--- src/ychc_pkg.sv ---
// Shared types, constants and register codes for the YCbCr to HSV colour classifier.
// No dependencies; every other file in src takes its names from here by scope.

package ychc_pkg;

    // Configuration port geometry.
    localparam int CFG_IDX_W  = 3;
    localparam int CFG_DATA_W = 9;

    // Register indexes on the configuration port.
    typedef enum logic [CFG_IDX_W-1:0] {
        CFG_HUE_MIN = 3'd0,
        CFG_HUE_MAX = 3'd1,
        CFG_SAT_MIN = 3'd2,
        CFG_SAT_MAX = 3'd3,
        CFG_VAL_MIN = 3'd4,
        CFG_VAL_MAX = 3'd5
    } cfg_index_t;

    // Register values after reset.
    localparam logic [8:0] HUE_MIN_RST = 9'd190;
    localparam logic [8:0] HUE_MAX_RST = 9'd250;
    localparam logic [6:0] SAT_MIN_RST = 7'd40;
    localparam logic [6:0] SAT_MAX_RST = 7'd100;
    localparam logic [6:0] VAL_MIN_RST = 7'd40;
    localparam logic [6:0] VAL_MAX_RST = 7'd100;

    // Signed accumulator used by the colour matrix.
    typedef logic signed [27:0] acc_t;

    // Q16 matrix coefficients, studio range scaled up to full range.
    localparam acc_t Q_LUMA = 28'sd76309;
    localparam acc_t Q_CR_R = 28'sd104597;
    localparam acc_t Q_CB_G = 28'sd25664;
    localparam acc_t Q_CR_G = 28'sd53268;
    localparam acc_t Q_CB_B = 28'sd132203;
    localparam acc_t Q_HALF = 28'sd32768;

    // One quotient bit is resolved in each divider stage.
    localparam int DIV_STAGES = 9;

    // Input beat.
    typedef struct packed {
        logic [7:0] luma;
        logic [7:0] chroma_blue;
        logic [7:0] chroma_red;
    } pix_t;

    // Output beat.
    typedef struct packed {
        logic       in_range;
        logic [8:0] hue_deg;
        logic [6:0] saturation_pct;
        logic [6:0] value_pct;
    } res_t;

    // Configured bounds, as seen by the comparison stage.
    typedef struct packed {
        logic [8:0] hue_min;
        logic [8:0] hue_max;
        logic [6:0] sat_min;
        logic [6:0] sat_max;
        logic [6:0] val_min;
        logic [6:0] val_max;
    } cfg_t;

    // Clamped 8-bit RGB.
    typedef struct packed {
        logic [7:0] r;
        logic [7:0] g;
        logic [7:0] b;
    } rgb_t;

    // Rational HSV terms handed from the classifier to the dividers.
    typedef struct packed {
        logic        in_range;
        logic [6:0]  val_pct;
        logic [16:0] hn;
        logic [7:0]  hd;
        logic [14:0] sn;
        logic [7:0]  sd;
    } frac_t;

endpackage

--- src/ychc_rgb.sv ---
// Two-stage YCbCr to RGB colour matrix with clamping to 0..255.
// Depends on ychc_pkg for the beat types and the Q16 coefficients.

module ychc_rgb (
    input  logic              clk,
    input  logic              rst_n,
    input  logic              in_valid,
    output logic              in_ready,
    input  ychc_pkg::pix_t    in_data,
    output logic              out_valid,
    input  logic              out_ready,
    output ychc_pkg::rgb_t    out_data
);

    typedef struct packed {
        ychc_pkg::acc_t base;
        ychc_pkg::acc_t cr_r;
        ychc_pkg::acc_t cb_g;
        ychc_pkg::acc_t cr_g;
        ychc_pkg::acc_t cb_b;
    } prod_t;

    logic           s1_vld_reg;
    logic           s2_vld_reg;
    logic           s1_rdy;
    logic           s2_rdy;
    prod_t          prod_reg;
    prod_t          prod_next;
    ychc_pkg::rgb_t rgb_reg;
    ychc_pkg::rgb_t rgb_next;

    logic signed [8:0] yl;
    logic signed [8:0] cb;
    logic signed [8:0] cr;
    ychc_pkg::acc_t    acc_r;
    ychc_pkg::acc_t    acc_g;
    ychc_pkg::acc_t    acc_b;

    // Saturate a Q16 accumulator to an 8-bit channel, dropping the fraction.
    function automatic logic [7:0] clamp_channel(input ychc_pkg::acc_t acc);
        logic [7:0] res;
        if (acc[27])
        begin
            res = 8'd0;
        end
        else if (|acc[26:24])
        begin
            res = 8'd255;
        end
        else
        begin
            res = acc[23:16];
        end
        return res;
    endfunction

    // Each stage takes a beat when it is empty or its own beat moves on.
    assign s2_rdy   = !s2_vld_reg || out_ready;
    assign s1_rdy   = !s1_vld_reg || s2_rdy;
    assign in_ready = s1_rdy;

    // Stage one: centre the samples and form the five coefficient products.
    always_comb
    begin
        yl = $signed({1'b0, in_data.luma}) - 9'sd16;
        cb = $signed({1'b0, in_data.chroma_blue}) - 9'sd128;
        cr = $signed({1'b0, in_data.chroma_red}) - 9'sd128;
        prod_next.base = ychc_pkg::acc_t'(yl) * ychc_pkg::Q_LUMA;
        prod_next.cr_r = ychc_pkg::acc_t'(cr) * ychc_pkg::Q_CR_R;
        prod_next.cb_g = ychc_pkg::acc_t'(cb) * ychc_pkg::Q_CB_G;
        prod_next.cr_g = ychc_pkg::acc_t'(cr) * ychc_pkg::Q_CR_G;
        prod_next.cb_b = ychc_pkg::acc_t'(cb) * ychc_pkg::Q_CB_B;
    end

    // Stage two: sum with rounding offset and clamp each channel.
    always_comb
    begin
        acc_r = prod_reg.base + prod_reg.cr_r + ychc_pkg::Q_HALF;
        acc_g = prod_reg.base - prod_reg.cb_g - prod_reg.cr_g + ychc_pkg::Q_HALF;
        acc_b = prod_reg.base + prod_reg.cb_b + ychc_pkg::Q_HALF;
        rgb_next.r = clamp_channel(acc_r);
        rgb_next.g = clamp_channel(acc_g);
        rgb_next.b = clamp_channel(acc_b);
    end

    // Valid bits.
    always_ff @(posedge clk or negedge rst_n)
    begin
        if (!rst_n)
        begin
            s1_vld_reg <= 1'b0;
            s2_vld_reg <= 1'b0;
        end
        else
        begin
            if (s1_rdy)
            begin
                s1_vld_reg <= in_valid;
            end
            if (s2_rdy)
            begin
                s2_vld_reg <= s1_vld_reg;
            end
        end
    end

    // Payload registers load only when a real beat arrives.
    always_ff @(posedge clk)
    begin
        if (s1_rdy && in_valid)
        begin
            prod_reg <= prod_next;
        end
        if (s2_rdy && s1_vld_reg)
        begin
            rgb_reg <= rgb_next;
        end
    end

    assign out_valid = s2_vld_reg;
    assign out_data  = rgb_reg;

endmodule

--- src/ychc_hsv.sv ---
// Two-stage RGB to rational HSV terms, followed by the exact bounds tests.
// Depends on ychc_pkg for the beat types and the bounds structure.

module ychc_hsv (
    input  logic              clk,
    input  logic              rst_n,
    input  ychc_pkg::cfg_t    cfg,
    input  logic              in_valid,
    output logic              in_ready,
    input  ychc_pkg::rgb_t    in_data,
    output logic              out_valid,
    input  logic              out_ready,
    output ychc_pkg::frac_t   out_data
);

    typedef struct packed {
        logic [16:0] hn;
        logic [7:0]  hd;
        logic [14:0] sn;
        logic [7:0]  sd;
        logic [14:0] vn;
    } terms_t;

    logic            s1_vld_reg;
    logic            s2_vld_reg;
    logic            s1_rdy;
    logic            s2_rdy;
    terms_t          terms_reg;
    terms_t          terms_next;
    ychc_pkg::frac_t frac_reg;
    ychc_pkg::frac_t frac_next;

    logic [7:0]         mx;
    logic [7:0]         mn;
    logic [7:0]         d;
    logic signed [11:0] t;
    logic signed [18:0] h60;
    logic [18:0]        d360;
    logic signed [18:0] hfix;

    logic [15:0] vx;
    logic [15:0] vq;
    logic        hue_lo;
    logic        hue_hi;
    logic        hue_ok;
    logic        sat_ok;
    logic        val_ok;

    assign s2_rdy   = !s2_vld_reg || out_ready;
    assign s1_rdy   = !s1_vld_reg || s2_rdy;
    assign in_ready = s1_rdy;

    // Stage one: extremes, chroma and the hue, saturation and value numerators.
    always_comb
    begin
        mx = in_data.r;
        if (in_data.g > mx)
        begin
            mx = in_data.g;
        end
        if (in_data.b > mx)
        begin
            mx = in_data.b;
        end
        mn = in_data.r;
        if (in_data.g < mn)
        begin
            mn = in_data.g;
        end
        if (in_data.b < mn)
        begin
            mn = in_data.b;
        end
        d = mx - mn;

        // Sector offset plus the signed difference of the other two channels.
        if (in_data.r == mx)
        begin
            t = $signed(12'(in_data.g)) - $signed(12'(in_data.b));
        end
        else if (in_data.g == mx)
        begin
            t = $signed(12'(d) << 1) + $signed(12'(in_data.b)) - $signed(12'(in_data.r));
        end
        else
        begin
            t = $signed(12'(d) << 2) + $signed(12'(in_data.r)) - $signed(12'(in_data.g));
        end
        h60  = 19'(t) * 19'sd60;
        d360 = 19'(d) * 19'd360;
        hfix = h60;
        if (h60 < 0)
        begin
            hfix = h60 + $signed(d360);
        end

        // A grey pixel has hue 0 and saturation 0 over a unit denominator.
        if (d == 8'd0)
        begin
            terms_next.hn = 17'd0;
            terms_next.hd = 8'd1;
            terms_next.sn = 15'd0;
            terms_next.sd = 8'd1;
        end
        else
        begin
            terms_next.hn = hfix[16:0];
            terms_next.hd = d;
            terms_next.sn = 15'(d) * 15'd100;
            terms_next.sd = mx;
        end
        terms_next.vn = 15'(mx) * 15'd100;
    end

    // Stage two: cross-multiplied bounds tests and value over 255.
    always_comb
    begin
        hue_lo = terms_reg.hn >= 17'(cfg.hue_min) * 17'(terms_reg.hd);
        hue_hi = terms_reg.hn <= 17'(cfg.hue_max) * 17'(terms_reg.hd);
        // A maximum below the minimum selects the band that wraps past zero.
        if (cfg.hue_max < cfg.hue_min)
        begin
            hue_ok = hue_lo || hue_hi;
        end
        else
        begin
            hue_ok = hue_lo && hue_hi;
        end
        sat_ok = (terms_reg.sn >= 15'(cfg.sat_min) * 15'(terms_reg.sd))
              && (terms_reg.sn <= 15'(cfg.sat_max) * 15'(terms_reg.sd));
        val_ok = (terms_reg.vn >= 15'(cfg.val_min) * 15'd255)
              && (terms_reg.vn <= 15'(cfg.val_max) * 15'd255);

        // Exact floor of x / 255 for x below 65535.
        vx = 16'(terms_reg.vn);
        vq = (vx + (vx >> 8) + 16'd1) >> 8;

        frac_next.in_range = hue_ok && sat_ok && val_ok;
        frac_next.val_pct  = vq[6:0];
        frac_next.hn       = terms_reg.hn;
        frac_next.hd       = terms_reg.hd;
        frac_next.sn       = terms_reg.sn;
        frac_next.sd       = terms_reg.sd;
    end

    // Valid bits.
    always_ff @(posedge clk or negedge rst_n)
    begin
        if (!rst_n)
        begin
            s1_vld_reg <= 1'b0;
            s2_vld_reg <= 1'b0;
        end
        else
        begin
            if (s1_rdy)
            begin
                s1_vld_reg <= in_valid;
            end
            if (s2_rdy)
            begin
                s2_vld_reg <= s1_vld_reg;
            end
        end
    end

    // Payload registers.
    always_ff @(posedge clk)
    begin
        if (s1_rdy && in_valid)
        begin
            terms_reg <= terms_next;
        end
        if (s2_rdy && s1_vld_reg)
        begin
            frac_reg <= frac_next;
        end
    end

    assign out_valid = s2_vld_reg;
    assign out_data  = frac_reg;

endmodule

--- src/ychc_div.sv ---
// Pipelined restoring dividers for hue and saturation, one quotient bit per stage.
// Depends on ychc_pkg for the beat types and the stage count; the last stage
// is the output register of the block.

module ychc_div (
    input  logic              clk,
    input  logic              rst_n,
    input  logic              in_valid,
    output logic              in_ready,
    input  ychc_pkg::frac_t   in_data,
    output logic              out_valid,
    input  logic              out_ready,
    output ychc_pkg::res_t    out_data
);

    typedef struct packed {
        logic        in_range;
        logic [6:0]  val_pct;
        logic [7:0]  hd;
        logic [7:0]  sd;
        logic [16:0] hrem;
        logic [14:0] srem;
        logic [8:0]  hq;
        logic [8:0]  sq;
    } dstage_t;

    logic [ychc_pkg::DIV_STAGES-1:0] vld_reg;
    logic [ychc_pkg::DIV_STAGES-1:0] vld_in;
    logic [ychc_pkg::DIV_STAGES:0]   rdy;
    dstage_t                         stage_reg  [ychc_pkg::DIV_STAGES];
    dstage_t                         stage_in   [ychc_pkg::DIV_STAGES];
    dstage_t                         stage_next [ychc_pkg::DIV_STAGES];

    assign rdy[ychc_pkg::DIV_STAGES] = out_ready;
    assign in_ready                  = rdy[0];

    for (genvar k = 0; k < ychc_pkg::DIV_STAGES; k++)
    begin : g_stage
        localparam int SHIFT = ychc_pkg::DIV_STAGES - 1 - k;

        logic [17:0] hsub;
        logic [16:0] ssub;

        // The first stage starts with the numerators as partial remainders.
        if (k == 0)
        begin : g_first
            assign vld_in[k]            = in_valid;
            assign stage_in[k].in_range = in_data.in_range;
            assign stage_in[k].val_pct  = in_data.val_pct;
            assign stage_in[k].hd       = in_data.hd;
            assign stage_in[k].sd       = in_data.sd;
            assign stage_in[k].hrem     = in_data.hn;
            assign stage_in[k].srem     = in_data.sn;
            assign stage_in[k].hq       = 9'd0;
            assign stage_in[k].sq       = 9'd0;
        end
        else
        begin : g_rest
            assign vld_in[k]   = vld_reg[k-1];
            assign stage_in[k] = stage_reg[k-1];
        end

        // Ready ripples back from the output register.
        assign rdy[k] = !vld_reg[k] || rdy[k+1];

        // Trial subtraction of the shifted divisor; a clear top bit sets this quotient bit.
        always_comb
        begin
            hsub = {1'b0, stage_in[k].hrem} - (18'(stage_in[k].hd) << SHIFT);
            ssub = {2'b00, stage_in[k].srem} - (17'(stage_in[k].sd) << SHIFT);
            stage_next[k] = stage_in[k];
            if (!hsub[17])
            begin
                stage_next[k].hrem      = hsub[16:0];
                stage_next[k].hq[SHIFT] = 1'b1;
            end
            if (!ssub[16])
            begin
                stage_next[k].srem      = ssub[14:0];
                stage_next[k].sq[SHIFT] = 1'b1;
            end
        end
    end

    // Valid bits travel with the beats.
    always_ff @(posedge clk or negedge rst_n)
    begin
        if (!rst_n)
        begin
            vld_reg <= '0;
        end
        else
        begin
            for (int i = 0; i < ychc_pkg::DIV_STAGES; i++)
            begin
                if (rdy[i])
                begin
                    vld_reg[i] <= vld_in[i];
                end
            end
        end
    end

    // Stage payloads.
    always_ff @(posedge clk)
    begin
        for (int i = 0; i < ychc_pkg::DIV_STAGES; i++)
        begin
            if (rdy[i] && vld_in[i])
            begin
                stage_reg[i] <= stage_next[i];
            end
        end
    end

    // Saturation never exceeds 100, so its top quotient bits are always clear.
    assign out_valid               = vld_reg[ychc_pkg::DIV_STAGES-1];
    assign out_data.in_range       = stage_reg[ychc_pkg::DIV_STAGES-1].in_range;
    assign out_data.hue_deg        = stage_reg[ychc_pkg::DIV_STAGES-1].hq;
    assign out_data.saturation_pct = stage_reg[ychc_pkg::DIV_STAGES-1].sq[6:0];
    assign out_data.value_pct      = stage_reg[ychc_pkg::DIV_STAGES-1].val_pct;

endmodule

--- src/ycbcr_hsv_color_classifier_top.sv ---
// Top level of the YCbCr to HSV colour classifier: bounds registers and the pipeline.
// Depends on ychc_pkg, ychc_rgb, ychc_hsv and ychc_div.

// The block takes one pixel per clock while in_ready is high and returns one result
// beat per pixel, in order, through its register stages:
// two stages for the colour matrix, two for the HSV terms and bounds tests, and
// nine for the hue and saturation dividers, which resolve one quotient bit a stage.
// Every stage holds its own valid bit and ready ripples back from the output
// register, so empty stages fill while the output waits and a stall drops nothing.
// The user writes the six bounds registers through cfg_wr_en, cfg_index and cfg_data
// only while no pixel is in flight (unchecked); indexes beyond the sixth are ignored.

module ycbcr_hsv_color_classifier_top (
    input  logic                                clk,
    input  logic                                rst_n,
    input  logic                                cfg_wr_en,
    input  logic [ychc_pkg::CFG_IDX_W-1:0]      cfg_index,
    input  logic [ychc_pkg::CFG_DATA_W-1:0]     cfg_data,
    input  logic                                in_valid,
    output logic                                in_ready,
    input  ychc_pkg::pix_t                      in_data,
    output logic                                out_valid,
    input  logic                                out_ready,
    output ychc_pkg::res_t                      out_data
);

    ychc_pkg::cfg_t  cfg_reg;
    ychc_pkg::rgb_t  rgb_data;
    ychc_pkg::frac_t frac_data;
    logic            rgb_valid;
    logic            rgb_ready;
    logic            frac_valid;
    logic            frac_ready;

    // Bounds registers, masked to their widths.
    always_ff @(posedge clk or negedge rst_n)
    begin
        if (!rst_n)
        begin
            cfg_reg.hue_min <= ychc_pkg::HUE_MIN_RST;
            cfg_reg.hue_max <= ychc_pkg::HUE_MAX_RST;
            cfg_reg.sat_min <= ychc_pkg::SAT_MIN_RST;
            cfg_reg.sat_max <= ychc_pkg::SAT_MAX_RST;
            cfg_reg.val_min <= ychc_pkg::VAL_MIN_RST;
            cfg_reg.val_max <= ychc_pkg::VAL_MAX_RST;
        end
        else if (cfg_wr_en)
        begin
            case (cfg_index)
                ychc_pkg::CFG_HUE_MIN: cfg_reg.hue_min <= cfg_data[8:0];
                ychc_pkg::CFG_HUE_MAX: cfg_reg.hue_max <= cfg_data[8:0];
                ychc_pkg::CFG_SAT_MIN: cfg_reg.sat_min <= cfg_data[6:0];
                ychc_pkg::CFG_SAT_MAX: cfg_reg.sat_max <= cfg_data[6:0];
                ychc_pkg::CFG_VAL_MIN: cfg_reg.val_min <= cfg_data[6:0];
                ychc_pkg::CFG_VAL_MAX: cfg_reg.val_max <= cfg_data[6:0];
                default:
                begin
                end
            endcase
        end
    end

    // Colour matrix.
    ychc_rgb u_rgb (
        .clk       (clk),
        .rst_n     (rst_n),
        .in_valid  (in_valid),
        .in_ready  (in_ready),
        .in_data   (in_data),
        .out_valid (rgb_valid),
        .out_ready (rgb_ready),
        .out_data  (rgb_data)
    );

    // HSV terms and bounds tests.
    ychc_hsv u_hsv (
        .clk       (clk),
        .rst_n     (rst_n),
        .cfg       (cfg_reg),
        .in_valid  (rgb_valid),
        .in_ready  (rgb_ready),
        .in_data   (rgb_data),
        .out_valid (frac_valid),
        .out_ready (frac_ready),
        .out_data  (frac_data)
    );

    // Hue and saturation dividers, ending in the output register.
    ychc_div u_div (
        .clk       (clk),
        .rst_n     (rst_n),
        .in_valid  (frac_valid),
        .in_ready  (frac_ready),
        .in_data   (frac_data),
        .out_valid (out_valid),
        .out_ready (out_ready),
        .out_data  (out_data)
    );

endmodule

--- config.mk ---
export PLATFORM = sky130hd
export DESIGN_NAME = ycbcr_hsv_color_classifier_top
export DESIGN_NICKNAME = d
export VERILOG_FILES = /design/src/ychc_pkg.sv /design/src/ychc_rgb.sv /design/src/ychc_hsv.sv /design/src/ychc_div.sv /design/src/ycbcr_hsv_color_classifier_top.sv
export SDC_FILE = /design/constraint.sdc
export NUM_CORES = 2
export LEC_CHECK = 0
export BUFFER_PORTS_ARGS = -buffer_cell sky130_fd_sc_hd__buf_2
export CORE_MARGIN = 8
export CORE_UTILIZATION = 47
export DETAILED_ROUTE_END_ITERATION = 8
export PLACE_DENSITY = 0.64
export SYNTH_ARGS = -nofsm -noshare
export SYNTH_HDL_FRONTEND = slang
export SYNTH_SLANG_ARGS = --single-unit
--- constraint.sdc ---
create_clock -name clk -period 15.9 [get_ports clk]
set_clock_uncertainty 0.05 [all_clocks]
set_input_delay 3.18 -clock clk [delete_from_list [all_inputs] [get_ports clk]]
set_output_delay 3.18 -clock clk [all_outputs]
set_load 0.005 [all_outputs]
==> impl_metrics.toml <==
[outcome]
outcome = "finished clean"

[synth]
synth_area_mm2 = 0.0648
syn_nets = 7400
synthFlopType = "edfxtp_1"
synth_xor_xnor_area_share_pct = 5.21
ys_types = 87
synthAdderAreaFrac_pct = 32.3
synthCells = 5893
yosys_warnings = 0
synth.mux.area_fraction_pct = 1.32
synth_edf_count = 739
yosys.area_share.simple_pct = 8.59
yosysSeqAreaShare_pct = 36.6
avgSynthCellArea_um2 = 11.0
synth_top_area_share_pct = 34.3
yosysMostFrequentCell = "ha_1"
synth.area.top_cells = "edfxtp_1 34%, ha_1 22%, fa_1 11%"
synth-compound-area-share_pct = 10.0
synth_seq_cells = 798
ys_async_sr_fraction_pct = 7.39
synth_top_cell_by_area = "edfxtp_1"
synth_top_family_by_area = "adder cells"
yosys-top-cells-count = "1120 x ha_1, 943 x inv_1, 739 x edfxtp_1"

[timing]
tightest_slew_ns = 1.15
min_period_ns = 13.33
finalSetupViolCount = 0
setup_tns_ns = 0
maxSlewViolCount = 0
period_share_pct = 83.8
hold_viol_final = 0
max_slew_margin_pct = 22.9
fmax_mhz = 75.0
rsz0062_at_grt = "no"

[global_routing]
overflow = 0
antenna_found_initial = 1
grt_pass1_wl_um = 216000
grtUsageTotal_pct = 17.6
grt_max_degree = 69
grt_pass1_vias = 42360

[die]
die_h_um = 387
coreArea_mm2 = 0.137
io-pin-count = 67
placementRows = 136
die_x_um = 387
dieArea_mm2 = 0.150
initial_core_util_pct = 47.2

[place]
dp_hpwl_um = 105000
dp_cells = 7710
gp_congestion = 0.891
numPortBuffers = 66

[setup_path]
critPathKind = "flop to flop"
crit_arrival_ns = 13.70
worstPathRequired_ns = 16.27
rrSetupSlack_ns = 2.57
cpMostUsedCell = "a21o_1"
crit_path_top_delay_cell = "nor4_4"
max_stage_delay_ns = 0.87
crit_fanout = 19
endpoint_kind = "flop"
cp-start-kind = "flop"

[final_layout]
areaGrowthSynthToFinish_pct = 8.61
drive_above_1_share_pct = 5.86
final_nets = 7513
stdcell_count = 7873
postLayoutCoreUtil_pct = 51.3
num_antenna_cells = 0
largest_register_ffs = 490

[clock_network]
cts.reportedPaths.clkPinSlew_ns = 0.06
postCtsSetupBuffers = 0
clock_sinks = 798
clock_latency_ns = 0.69
htreeDepth = 3
cts_buffer_depth = 3
ctsResizeCount = 0
cts_tree = "built"
cts_made_buffers = 88
clockRootBuffer = "clkbuf_16"
cts_hold_buf = 0

[detailed_routing]
antenna_left = 0
wire_per_inst_um = 16.7
drt_iter0_markers = 1817
routed_wl_um = 132000
avgViaCountPerCell = 5.20
vias = 40950
drc = 0
first_pass_iters = 5

[min_path]
hold_class = "flop to flop"

[job]
drv_cap = 0
==> cell families (layout without fill, tap and decap cells) <==
| kind of cell | Yosys count | in the layout |
|---|---|---|
| buf+inv | 1023 | 1209 |
| xor+xnor | 380 | 380 |
| mux | 79 | 79 |
| fa+ha+maj | 1466 | 1466 |
| flops | 798 | 798 |
| simple gates | 1108 | 1108 |
| compound gates | 1039 | 1039 |
==> cells in the final DEF (no fill, tap or decap), types with 88 or more instances in the layout <==
cell          n
o21bai_1     88
inv_1       943
clkbuf_16    90
nand2b_1    109
nand2_1     287
nor2_1      242
and2_1      155
xor2_1      113
a21o_1      176
ha_1       1120
a21oi_1     369
edfxtp_1    739
o21ai_0     207
xnor2_1     264
fa_1        346
==> worst max-delay path: cells and delay by family (launching register included) <==
family	cells	cell delay [ns]
AO/OA/AOI/OAI	19	4.01
adder cells (fa/ha/maj)	10	3.79
AND/OR/NAND/NOR	7	2.37
buffers and inverters	7	1.01
multiplexers	2	0.78
XOR/XNOR	3	0.53
flip-flops	1	0.50
==> area by class of cell <==
cell class	count	area, um^2
Tap cell	1794	2240
Multi-Input combinational cell	4072	37300
Sequential cell	798	23700
Clock buffer	114	2390
Timing Repair Buffer	100	586
Fill cell	12079	66800
Inverter	946	3550
Clock inverter	49	549
==> through the flow <==
step | instance area, um^2 | setup WS, ns | hold WS [ns]
floorplan | 64800 | 4.74 | 0.350
global placement | 67400 | 2.76 | 0.350
detailed placement | 67400 | 2.69 | 0.355
CTS | 70300 | 2.63 | 0.354
global route | 70300 | 1.67 | 0.367
finish | 70300 | 2.57 | 0.355
==> worst paths after layout <==
path                                                   startpoint  cells past startpoint                           endpoint
worst max-delay path             u_rgb.out_data[23]$_SDFFCE_PP0P_                     48  u_hsv.frac_next[37]$_SDFFCE_PN0P_
worst min-delay path            u_div.stage_reg[0][533]$_DFFE_PP_                      0  u_div.stage_reg[0][607]$_DFFE_PP_
worst max register to register   u_rgb.out_data[23]$_SDFFCE_PP0P_                     48  u_hsv.frac_next[37]$_SDFFCE_PN0P_
worst min register to register  u_div.stage_reg[0][533]$_DFFE_PP_                      0  u_div.stage_reg[0][607]$_DFFE_PP_
max in group asynchronous                                   rst_n                      2             cfg_reg[7]$_DFFE_PN0P_
min in group asynchronous                                   rst_n                      2       u_div.vld_reg[1]$_DFFE_PN0P_
==> layer usage <==
layer / up-vias / part of all wire, % / routed length (um) / global-route usage [%]
met5: - / 0 / 0 / 0
met4: 0 / 3.0 / 3890 / 5.58
met3: 189 / 4.2 / 5590 / 2.57
met2: 586 / 46 / 61200 / 29.6
met1: 19682 / 46 / 61100 / 23.6
li1: 20493 / - / - / -
Power is not shown: default switching activity piles up to over one toggle a cycle in this logic, so the estimate is an artifact.
